File: src/bspc_pkg.sv
package bspc_pkg;

  // Register file geometry
  localparam int unsigned CfgIdxW  = 8;
  localparam int unsigned CfgDataW = 16;
  localparam int unsigned DelayW   = 16;

  // Register indexes
  localparam logic [CfgIdxW-1:0] REG_ENABLE   = CfgIdxW'(0);
  localparam logic [CfgIdxW-1:0] REG_DEBOUNCE = CfgIdxW'(1);
  localparam logic [CfgIdxW-1:0] REG_SHORT    = CfgIdxW'(2);
  localparam logic [CfgIdxW-1:0] REG_LONG     = CfgIdxW'(3);

  // Reset values of the delay registers
  localparam logic [DelayW-1:0] DEBOUNCE_RST = DelayW'(40);
  localparam logic [DelayW-1:0] SHORT_RST    = DelayW'(400);
  localparam logic [DelayW-1:0] LONG_RST     = DelayW'(4000);

  localparam logic [DelayW-1:0] COUNT_MAX = '1;

  // Evaluation stage codes
  localparam logic [1:0] ST_IDLE     = 2'd0;
  localparam logic [1:0] ST_DEBOUNCE = 2'd1;
  localparam logic [1:0] ST_SHORT    = 2'd2;
  localparam logic [1:0] ST_LONG     = 2'd3;

  typedef struct packed {
    logic              enable;
    logic [DelayW-1:0] debounce_delay;
    logic [DelayW-1:0] short_delay;
    logic [DelayW-1:0] long_delay;
  } cfg_t;

  typedef struct packed {
    logic short_press;
    logic long_press;
    logic busy_res;
  } res_t;

endpackage

File: src/bspc_cfg_regs.sv
module bspc_cfg_regs import bspc_pkg::*; (
  input  logic                clk_i,
  input  logic                rst_ni,
  input  logic                wr_valid_i,
  output logic                wr_ready_o,
  input  logic [CfgIdxW-1:0]  wr_index_i,
  input  logic [CfgDataW-1:0] wr_data_i,
  output cfg_t                cfg_o
);

  cfg_t cfg_q, cfg_d;

  assign wr_ready_o = 1'b1;

  always_comb begin
    cfg_d = cfg_q;
    if (wr_valid_i) begin
      case (wr_index_i)
        REG_ENABLE:   cfg_d.enable         = wr_data_i[0];
        REG_DEBOUNCE: cfg_d.debounce_delay = DelayW'(wr_data_i);
        REG_SHORT:    cfg_d.short_delay    = DelayW'(wr_data_i);
        REG_LONG:     cfg_d.long_delay     = DelayW'(wr_data_i);
        default:      cfg_d = cfg_q;
      endcase
    end
  end

  always_ff @(posedge clk_i or negedge rst_ni) begin
    if (!rst_ni) begin
      cfg_q.enable         <= 1'b0;
      cfg_q.debounce_delay <= DEBOUNCE_RST;
      cfg_q.short_delay    <= SHORT_RST;
      cfg_q.long_delay     <= LONG_RST;
    end else begin
      cfg_q <= cfg_d;
    end
  end

  assign cfg_o = cfg_q;

endmodule

File: config.mk
export PLATFORM = sky130hd
export DESIGN_NAME = bspc_cfg_regs
export DESIGN_NICKNAME = d
export VERILOG_FILES = /design/src/bspc_pkg.sv /design/src/bspc_cfg_regs.sv
export SDC_FILE = /design/constraint.sdc
export NUM_CORES = 1
export LEC_CHECK = 0
export BUFFER_PORTS_ARGS = -buffer_cell sky130_fd_sc_hd__buf_2
export CAP_MARGIN = 25
export CORE_MARGIN = 3
export CORE_UTILIZATION = 40
export CTS_CLUSTER_SIZE = 12
export DETAILED_ROUTE_END_ITERATION = 10
export MAX_ROUTING_LAYER = met4
export PLACE_DENSITY = 0.76
export SETUP_SLACK_MARGIN = 0.2
export SLEW_MARGIN = 20
export SYNTH_ARGS = -nofsm -noshare
export SYNTH_HDL_FRONTEND = slang
export SYNTH_SLANG_ARGS = --single-unit
export TNS_END_PERCENT = 10
File: constraint.sdc
create_clock -name clk_i -period 1 [get_ports clk_i]
set_clock_uncertainty 0.15 [all_clocks]
set_input_delay 0.2 -clock clk_i [delete_from_list [all_inputs] [get_ports clk_i]]
set_output_delay 0.2 -clock clk_i [all_outputs]
set_load 0.1 [all_outputs]
==> summary.md <==
| Metric | Value |
|---|---|
| Outcome | `finished, violations left` |
| Failing checks | `negative hold slack, negative setup slack` |
| Initial antenna violation count | `0` |
| Avg WL per Cell | `16.74 µm` |
| Multi-input gate area | `750.7 µm²` |
| Startpoint types | `flip-flop` |
| Via Count | `1257` |
| FF+latch area | `1240 µm²` |
| Area after DPL | `3278 µm²` |
| DIE HEIGHT | `76.97 µm` |
| CP required | `0.65 ns` |
| Worst path depth | `1` |
| Grt met3 use | `6.103%` |
| Synth warn | `0` |
| Total CTS buffers | `5` |
| Setup WS post-layout | `-0.3969 ns` |
| Final setup viols | `98` |
| GR peak layer | `met2` |
| Clock-pin slew on the worst setup and hold paths | `0.08 ns` |
| Worst r2r path cells | `2` |
| Clk Latency, worst-skew pair | `0.30 ns` |
| Fill count | `292` |
| Worst R2R End | `cfg_o[24]` |
| Grt met2 use | `27.79%` |
| CTS sink cnt | `49` |
| Register bit total from synthesis | `49` |
| Synthesis-to-layout area growth | `71.24%` |
| Final WL | `4470 µm` |
| Via density per instance | `4.708` |
| Antenna Nets Post-Route | `0` |
| Power per Cell Area | `1407 nW/µm²` |
| First-pass GRT wire length | `7362 µm` |
| Design Area, Final | `3450 µm²` |
| Max reg flops | `49` |
| Detail Placement HPWL | `3335 µm` |
| Cells after Synth | `110` |
| FP Rows | `25` |
| Die ar. | `5924 µm²` |
| Worst-path cell chain | `buf_12` |
| Number of diodes | `0` |
| Flop2flop setup slack | `0 ns` |
| Sequential share of the synthesized area | `61.55%` |
| Sum Neg Setup Slack | `-27.16 ns` |
| Crit path launch | `cfg_o[37]` |
| Clock Path Buffers | `2` |
| Clock period minus worst slack | `1.397 ns` |
| TritonCTS clock tree | `built` |
| Buffers & Inverters on Critical Path | `1` |
| Peak per-stage delay on the critical path | `0.57 ns` |
| Max Cap Violations | `0` |
| Total Routing Usage GR | `16.57%` |
| Critical Path AT | `1.05 ns` |
| CP Max Fanout | `2` |
| HP Class | `in2async` |
| Mapped Area | `2014 µm²` |
| GR Layer Usage met1 | `19.16%` |
| Highest-delay cell along the critical path | `dfstp_2` |
| Design Power | `4.853 mW` |
| CTS H-tree lvls | `2` |
| CP endpoint | `cfg_o[37]` |
| RD Place Congestion | `0.6521` |
| Remaining Overflow, GRT | `0` |
| Crit path kind | `reg2out` |
| Final net count | `226` |
| Die Wd | `76.97 µm` |
| Hold WS | `-0.2708 ns` |
| Hold Vio Cnt, Final | `49` |
| Netlist cell types | `14` |
| # port buffers | `75` |
| Root Buffer | `clkbuf_8` |
| Synthesized net count | `137` |
| 1st-iter DRT viols | `30` |
| IO Pins | `77` |
| R2R Path Start | `cfg_o[24]` |
| # DRC | `0` |
| CORE AREA | `4786 µm²` |
| Crit share post-route | `139.7%` |
| Mean post-synth cell area | `18.31 µm²` |
| Number of global-route vias before repair | `1451` |
| Pins Over Slew Limit | `0` |
| VDD IR-drop max | `0.0009621 V` |
| Layout Utilization | `72.08%` |
| Pin count of the biggest net entering global routing | `50` |
| CP delay by family, top | `flip-flops` |
| CP endpoint kind | `output port` |
| Leakage power | `1.697 nW` |
| Initial Utilization | `42.09%` |
| Max Freq | `0.7159 GHz` |
| Share of cells above drive strength 1 | `80.00%` |
| DR pass1 iterations | `4` |
| RSZ-0062 raised after global routing | `true` |
## layout by cell type (no fill, tap or decap), drive strengths merged
master,count
nor3,1
dfstp,11
dfrtp,38
buf,85
clkbuf,8
nand3b,1
conb,1
nand3,1
mux2,49
nand4,1
nor4,1
nand4b,1
nor4b,1
clkinv,1
## cell families (layout without fill, tap and decap cells)
family                 count (synthesis)  in the layout  share of synthesized area, %
muxes                                 49             49                         31.12
DFF                                   49             49                         61.55
and+or+nand+nor                        7              7                         5.093
buffers and inverters                  4             94                         2.050
other                                  1              1                        0.1862
## Yosys cell counts (all sizes together)
library cell / instances / area share, %
buf: 4 / 2.0
conb: 1 / 0.19
dfrtp: 38 / 47
dfstp: 11 / 14
mux2: 49 / 31
nand3: 1 / 0.50
nand3b: 1 / 0.37
nand4: 1 / 1.1
nand4b: 1 / 1.2
nor3: 1 / 0.50
nor4: 1 / 0.31
nor4b: 1 / 1.2
## worst min path at each step
stage	from	end	slack, ns	cells after the start
after global placement	rst_ni	cfg_o[42]	0.05	2
final	rst_ni	cfg_o[40]	-0.27	2
after detailed placement	rst_ni	cfg_o[40]	0.06	2
after global routing	rst_ni	cfg_o[40]	-0.28	2
after floorplan	rst_ni	cfg_o[0]	-0.25	0
after CTS	rst_ni	cfg_o[40]	-0.27	2
## through the flow
step                      worst slack, ns  std cells
after floorplan                   -0.6426        110
after global placement            -0.6791        256
after detailed placement          -0.7438        256
after CTS                         -0.4110        266
after global routing              -0.4306        267
final                             -0.3969        267
## report_power, final
group	internal [mW]	switching (mW)
Combinational	0.523	0.891
Sequential	2.09	0.105
Clock	0.625	0.617
Total	3.24	1.61
## routing by layer
layer / vias to the layer above / part of all wire (%)
met2: 64 / 51
met1: 616 / 40
met4: 0 / 0.78
li1: 572 / -
met3: 5 / 8.2
met5: - / 0
## what timing repair did
action,4_1_cts,5_1_grt
gates resized for setup,6,1
setup endpoints to repair,98,98
endpoints found under the hold margin,51,51
buffers inserted,1,1
gates cloned,1,0
pin swaps,2,0
## area by class of cell
cell class / count / area share, %
timing repair buffer: 86 / 36.92
tap: 67 / 2.430
multi-input combinational: 57 / 21.76
sequential: 49 / 35.94
clock inverter: 1 / 0.1451
clock buffer: 7 / 2.793
No activity file was read; power rests on OpenSTA's default activity.
