[config.mk]
export PLATFORM = sky130hd
export DESIGN_NAME = bspc_eval
export DESIGN_NICKNAME = d
export VERILOG_FILES = /design/src/bspc_pkg.sv /design/src/bspc_eval.sv
export SDC_FILE = /design/constraint.sdc
export NUM_CORES = 1
export LEC_CHECK = 0
export BUFFER_PORTS_ARGS = -buffer_cell sky130_fd_sc_hd__buf_2
export CORE_ASPECT_RATIO = 2
export CORE_MARGIN = 4
export CORE_UTILIZATION = 30
export DETAILED_ROUTE_END_ITERATION = 16
export SYNTH_ARGS = -nofsm -noshare
export SYNTH_HDL_FRONTEND = slang
export SYNTH_SLANG_ARGS = --single-unit
[constraint.sdc]
create_clock -name clk_i -period 5.3 [get_ports clk_i]
set_clock_uncertainty 0.1 [all_clocks]
set_input_delay 1.06 -clock clk_i [delete_from_list [all_inputs] [get_ports clk_i]]
set_output_delay 1.06 -clock clk_i [all_outputs]
set_load 0.03 [all_outputs]
[src/bspc_pkg.sv]
package bspc_pkg;

  // Register file geometry
  localparam int unsigned CfgIdxW  = 8;
  localparam int unsigned CfgDataW = 16;
  localparam int unsigned DelayW   = 16;

  // Register indexes
  localparam logic [CfgIdxW-1:0] REG_ENABLE   = CfgIdxW'(0);
  localparam logic [CfgIdxW-1:0] REG_DEBOUNCE = CfgIdxW'(1);
  localparam logic [CfgIdxW-1:0] REG_SHORT    = CfgIdxW'(2);
  localparam logic [CfgIdxW-1:0] REG_LONG     = CfgIdxW'(3);

  // Reset values of the delay registers
  localparam logic [DelayW-1:0] DEBOUNCE_RST = DelayW'(40);
  localparam logic [DelayW-1:0] SHORT_RST    = DelayW'(400);
  localparam logic [DelayW-1:0] LONG_RST     = DelayW'(4000);

  localparam logic [DelayW-1:0] COUNT_MAX = '1;

  // Evaluation stage codes
  localparam logic [1:0] ST_IDLE     = 2'd0;
  localparam logic [1:0] ST_DEBOUNCE = 2'd1;
  localparam logic [1:0] ST_SHORT    = 2'd2;
  localparam logic [1:0] ST_LONG     = 2'd3;

  typedef struct packed {
    logic              enable;
    logic [DelayW-1:0] debounce_delay;
    logic [DelayW-1:0] short_delay;
    logic [DelayW-1:0] long_delay;
  } cfg_t;

  typedef struct packed {
    logic short_press;
    logic long_press;
    logic busy_res;
  } res_t;

endpackage

[src/bspc_eval.sv]
module bspc_eval import bspc_pkg::*; (
  input  logic clk_i,
  input  logic rst_ni,
  input  cfg_t cfg_i,
  input  logic in_valid_i,
  output logic in_ready_o,
  input  logic edge_seen_i,
  input  logic pin_level_i,
  output logic res_valid_o,
  input  logic res_ready_i,
  output res_t res_o
);

  logic              valid_q;
  logic              edge_q, pin_q;
  logic [1:0]        stage_q, stage_d;
  logic [DelayW-1:0] count_q, count_d;
  logic [DelayW-1:0] count_inc, delay;
  logic              advance, pressed;

  assign advance    = valid_q && res_ready_i;
  assign in_ready_o = !valid_q || res_ready_i;
  assign pressed    = !pin_q;

  assign count_inc = (count_q != COUNT_MAX) ? count_q + DelayW'(1) : count_q;

  always_comb begin
    case (stage_q)
      ST_DEBOUNCE: delay = cfg_i.debounce_delay;
      ST_SHORT:    delay = cfg_i.short_delay;
      default:     delay = cfg_i.long_delay;
    endcase
  end

  always_comb begin
    stage_d           = stage_q;
    count_d           = count_q;
    res_o.short_press = 1'b0;
    res_o.long_press  = 1'b0;
    if (edge_q && cfg_i.enable) begin
      // restart at debounce, no check on this tick
      stage_d = ST_DEBOUNCE;
      count_d = '0;
    end else if (stage_q != ST_IDLE) begin
      count_d = count_inc;
      if (count_inc >= delay) begin
        count_d = '0;
        stage_d = ST_IDLE;
        case (stage_q)
          ST_DEBOUNCE: begin
            if (pressed) stage_d = ST_SHORT;
          end
          ST_SHORT: begin
            if (pressed) stage_d = ST_LONG;
            else res_o.short_press = 1'b1;
          end
          default: begin
            res_o.long_press  = pressed;
            res_o.short_press = !pressed;
          end
        endcase
      end
    end
    res_o.busy_res = (stage_d != ST_IDLE);
  end

  assign res_valid_o = valid_q;

  always_ff @(posedge clk_i or negedge rst_ni) begin
    if (!rst_ni) begin
      valid_q <= 1'b0;
      stage_q <= ST_IDLE;
      count_q <= '0;
    end else begin
      if (in_ready_o) valid_q <= in_valid_i;
      if (advance) begin
        stage_q <= stage_d;
        count_q <= count_d;
      end
    end
  end

  always_ff @(posedge clk_i) begin
    if (in_valid_i && in_ready_o) begin
      edge_q <= edge_seen_i;
      pin_q  <= pin_level_i;
    end
  end

endmodule

==> metrics.md <==
| Metric | Value |
|---|---|
| Core area | approximately 6400 um2 |
| Layout area overhead | 29.8% |
| Largest family of logic cells by synthesized area | compound AO/OA/AOI/OAI gates |
| Worst Path Required | between 4 and 5 ns |
| Flop-to-flop setup slack | between 1 and 1.5 ns |
| Top-level I/O count | 60 |
| Crit-path max FO | 5 |
| Mapped Area | approximately 2000 um2 |
| Final wirelength | between 6 and 7 mm |
| Post-Synth Adder-Cell Area | 12.6% |
| Initial antenna violation count | 0 |
| Met3 wire len | 150 um |
| Dominant cells by area after synthesis | dfrtp_1 (24%), ha_1 (13%), a22oi_1 (6.4%), a21oi_1 (6.0%), nand2_1 (6.0%) |
| Cell Area, Placed | between 2000 and 2500 um2 |
| Syn avg cell area | 7.92 um2 |
| Post-synthesis compound-gate area fraction | roughly 27% |
| CTS tree | built |
| Static leakage | between 0.001 and 0.0015 uW |
| Hold_sp | count_q[0]$_DFFE_PN0P_ |
| Seq/Total Area, Yosys | 26.9% |
| Clock root cell | clkbuf_16 |
| CTS hold repair buffers | 0 |
| Status | finished, final reports clean |
| # diodes | 0 |
| RD Place Congestion | between 0.8 and 0.9 |
| Final net count | 391 |
| Routed vias/inst | 5.26 |
| Final core occ | about 41% |
| Post-synthesis mux area share | approximately 1.1% |
| Row count | 41 |
| H-tree levels | 1 |
| Cell area after layout | ~2600 um2 |
| Critical path class | reg2out |
| Routed len/inst | 15.5 um |
| Yosys top cell area share | between 20% and 30% |
| Fin crit share | a little over nine tenths |
| Async SR Flop Fraction | about nine tenths |
| CP Launch Type | flip-flop |
| Fmax achieved | slightly below 200 MHz |
| Number of clock sinks | 21 |
| Worst-Skew Late Latency | roughly 0.26 ns |
| Reg clk slew, reported paths | around 0.06 ns |
| Met1 Wirelength | between 2 and 2.5 mm |
| Netlist cell types | 41 |
| Maximum vdd drop | 0.000139 V |
| Largest net degree at the start of global routing | 29 |
| CTS max path bufs | 2 |
| Worst Hold Class | reg2reg |
| Hold depth | 1 |
| IO Port Bufs | between 50 and 60 |
| Top Layer Used | met4 |
| Crit. End Element | output port |
| CP Data Arrival Time | ~4.0 ns |
| Relative slew slack | about two fifths |
| Mapped Cells | ~250 |
| First-pass GRT wire length | 9.69 mm |
| Post-DP HPWL | 4.97 mm |
| Slew Limit Fails | 0 |
| Met2 wire len | 3.55 mm |
| Total grt overflow | 0 |
| Final hold violations | 0 |
| Drt first pass iters | 4 |
| Max_cap viols | 0 |
| Post-synth EDFFs | 2 |
| Synth Flop Type | dfrtp_1 |
| Simple logic cell fraction of the synthesized area | approximately a quarter |
| Initial cell density of the core | a little under a third |
| Post-route DRC | 0 |
| Vias in the first global route | 2097 |
| # setup viols final | 0 |
| Die Footprint | roughly 8000 um2 |
| Cts bufs inserted | 3 |
| DRT antenna net count | 0 |
| DR vias | about 2100 |
| Worst R2R Start | count_q[5]$_DFFE_PN0P_ |
| Number of synthesized register bits | 21 |
| Share of cells above drive strength 1 | between 20 and 30% |
| Worst Hold Path EP | count_q[0]$_DFFE_PN0P_ |
| Die W | 65.6 um |
| Worst slew pin tran | between 0.9 and 1 ns |
| XOR/XNOR share of the synthesized area | between 4 and 5% |
| Pwr per Cell Area | 192 nW/um2 |
| Initial DRC Count | 55 |
| Post-synth net total | 326 |
| Die Ht | between 100 and 150 um |
| Cell depth of the worst flop-to-flop path | 12 |
| Synth Warn # | 0 |
| Dominant cell type by area after synthesis | dfrtp_1 |
| R2r endpoint | count_q[13]$_DFFE_PN0P_ |
| Final worst path period need | about 5.1 ns |
| Global Route Usage Sum | 15.5% |
-- cells by family after synthesis --
group           after synthesis
buf+inv                      16
simple gates                 96
fa+ha+maj                    20
xor+xnor                     10
mux                           2
compound gates               86
flops                        21
-- synth_stat cells (all sizes together) (2+ instances only) --
| cell | number |
|---|---|
| nand3 | 7 |
| and2 | 4 |
| a31oi | 10 |
| dfrtp | 19 |
| a2111oi | 2 |
| nand2 | 32 |
| o21ai | 21 |
| a22o | 5 |
| or3 | 4 |
| xnor2 | 2 |
| edfxtp | 2 |
| nor3 | 8 |
| clkbuf | 7 |
| ha | 20 |
| a21oi | 24 |
| inv | 5 |
| a21o | 2 |
| nand4 | 5 |
| nor2 | 16 |
| and3 | 5 |
| buf | 4 |
| o21a | 2 |
| nand2b | 8 |
| a22oi | 17 |
| nor4 | 3 |
| xor2 | 8 |
-- layer usage --
metal,vias up,GRT usage (%)
li1,1062,-
met1,992,15.4
met2,43,30.7
met3,14,1.45
met4,0,7.53
met5,-,0
-- what timing repair did --
item                                    in CTS  in global routing
pin swaps                                    0                  2
endpoints found under the setup margin       2                  3
hold endpoints to repair                     0                  0
buffers inserted                             0                  5
resized for setup                            3                 13
-- worst max-delay path, cell delays in order (launching register included) --
cell and delay [ns]:
dfrtp_1 0.44, nand4_2 0.13, or2_2 0.34, nor2_1 0.15, and3_1 0.21, mux2_2 0.35, ha_1 0.30, nand4_2 0.13
or3_1 0.39, or4_4 0.56, a31oi_4 0.21, nand2_1 0.11, nor3_1 0.16, buf_2 0.23
-- where the power goes --
part | switching (uW) | internal (uW)
sequential | 16.5 | 175
clock | 64.0 | 103
combinational | 70.8 | 66.4
-- placed cells by master, fill, tap and decap left out, types with 3 or more instances in the layout --
master / netlist / routed
nand4_1: 3 / 3
ha_1: 20 / 20
nor2_1: 16 / 16
xor2_1: 8 / 8
nand2_1: 32 / 32
and2_1: 4 / 3
nor3_1: 8 / 7
a22oi_1: 17 / 17
a22o_1: 5 / 5
buf_2: 2 / 58
inv_1: 5 / 5
a31oi_1: 9 / 9
o21ai_0: 19 / 19
a21oi_1: 24 / 23
dfrtp_1: 19 / 15
and3_1: 4 / 4
nand3_1: 7 / 6
nand2b_1: 8 / 8
clkbuf_16: 0 / 3
buf_4: 0 / 13
dfrtp_2: 0 / 4
-- state kept, by name (all words and copies together) (netlist names) --
name / cells
count_q: 16
stage_q: 2
edge_q: 1
pin_q: 1
res_valid_o: 1
-- metrics by stage --
| step | std cells | power, uW | hold WS, ns | setup slack, ns | setup TNS [ns] |
|---|---|---|---|---|---|
| 3_5_place_dp | 392 | 321 | 0.443 | 0.189 | 0 |
| 2_1_floorplan | 251 | 265 | 0.391 | 0.0479 | 0 |
| 4_1_cts | 396 | 486 | 0.453 | 0.0394 | 0 |
| 6_report | 401 | 495 | 0.419 | 0.163 | 0 |
| 3_3_place_gp | 392 | 318 | 0.410 | 0.278 | 0 |
| 5_1_grt | 401 | 517 | 0.454 | -0.00418 | -0.00418 |
-- worst max path at each step --
| stage | to | depth (start not counted) | slack [ns] | start |
|---|---|---|---|---|
| floorplan | res_o[2] | 12 | 0.05 | count_q[4]$_DFFE_PN0P_ |
| global placement | res_o[2] | 13 | 0.28 | count_q[4]$_DFFE_PN0P_ |
| detailed placement | res_o[2] | 13 | 0.19 | count_q[4]$_DFFE_PN0P_ |
| CTS | res_o[2] | 13 | 0.04 | count_q[4]$_DFFE_PN0P_ |
| global route | res_o[1] | 14 | -0.004 | count_q[0]$_DFFE_PN0P_ |
| finish | res_o[1] | 13 | 0.16 | count_q[5]$_DFFE_PN0P_ |
-- area by class of cell --
class | instances | area [um2]
timing repair buffer | 71 | 388
fill | 685 | 3780
multi-input combinational | 214 | 1450
inverter | 5 | 18.8
sequential | 21 | 541
clock buffer | 4 | 78.8
tap | 86 | 108
Note: power is estimated with default switching activity, not from simulation.
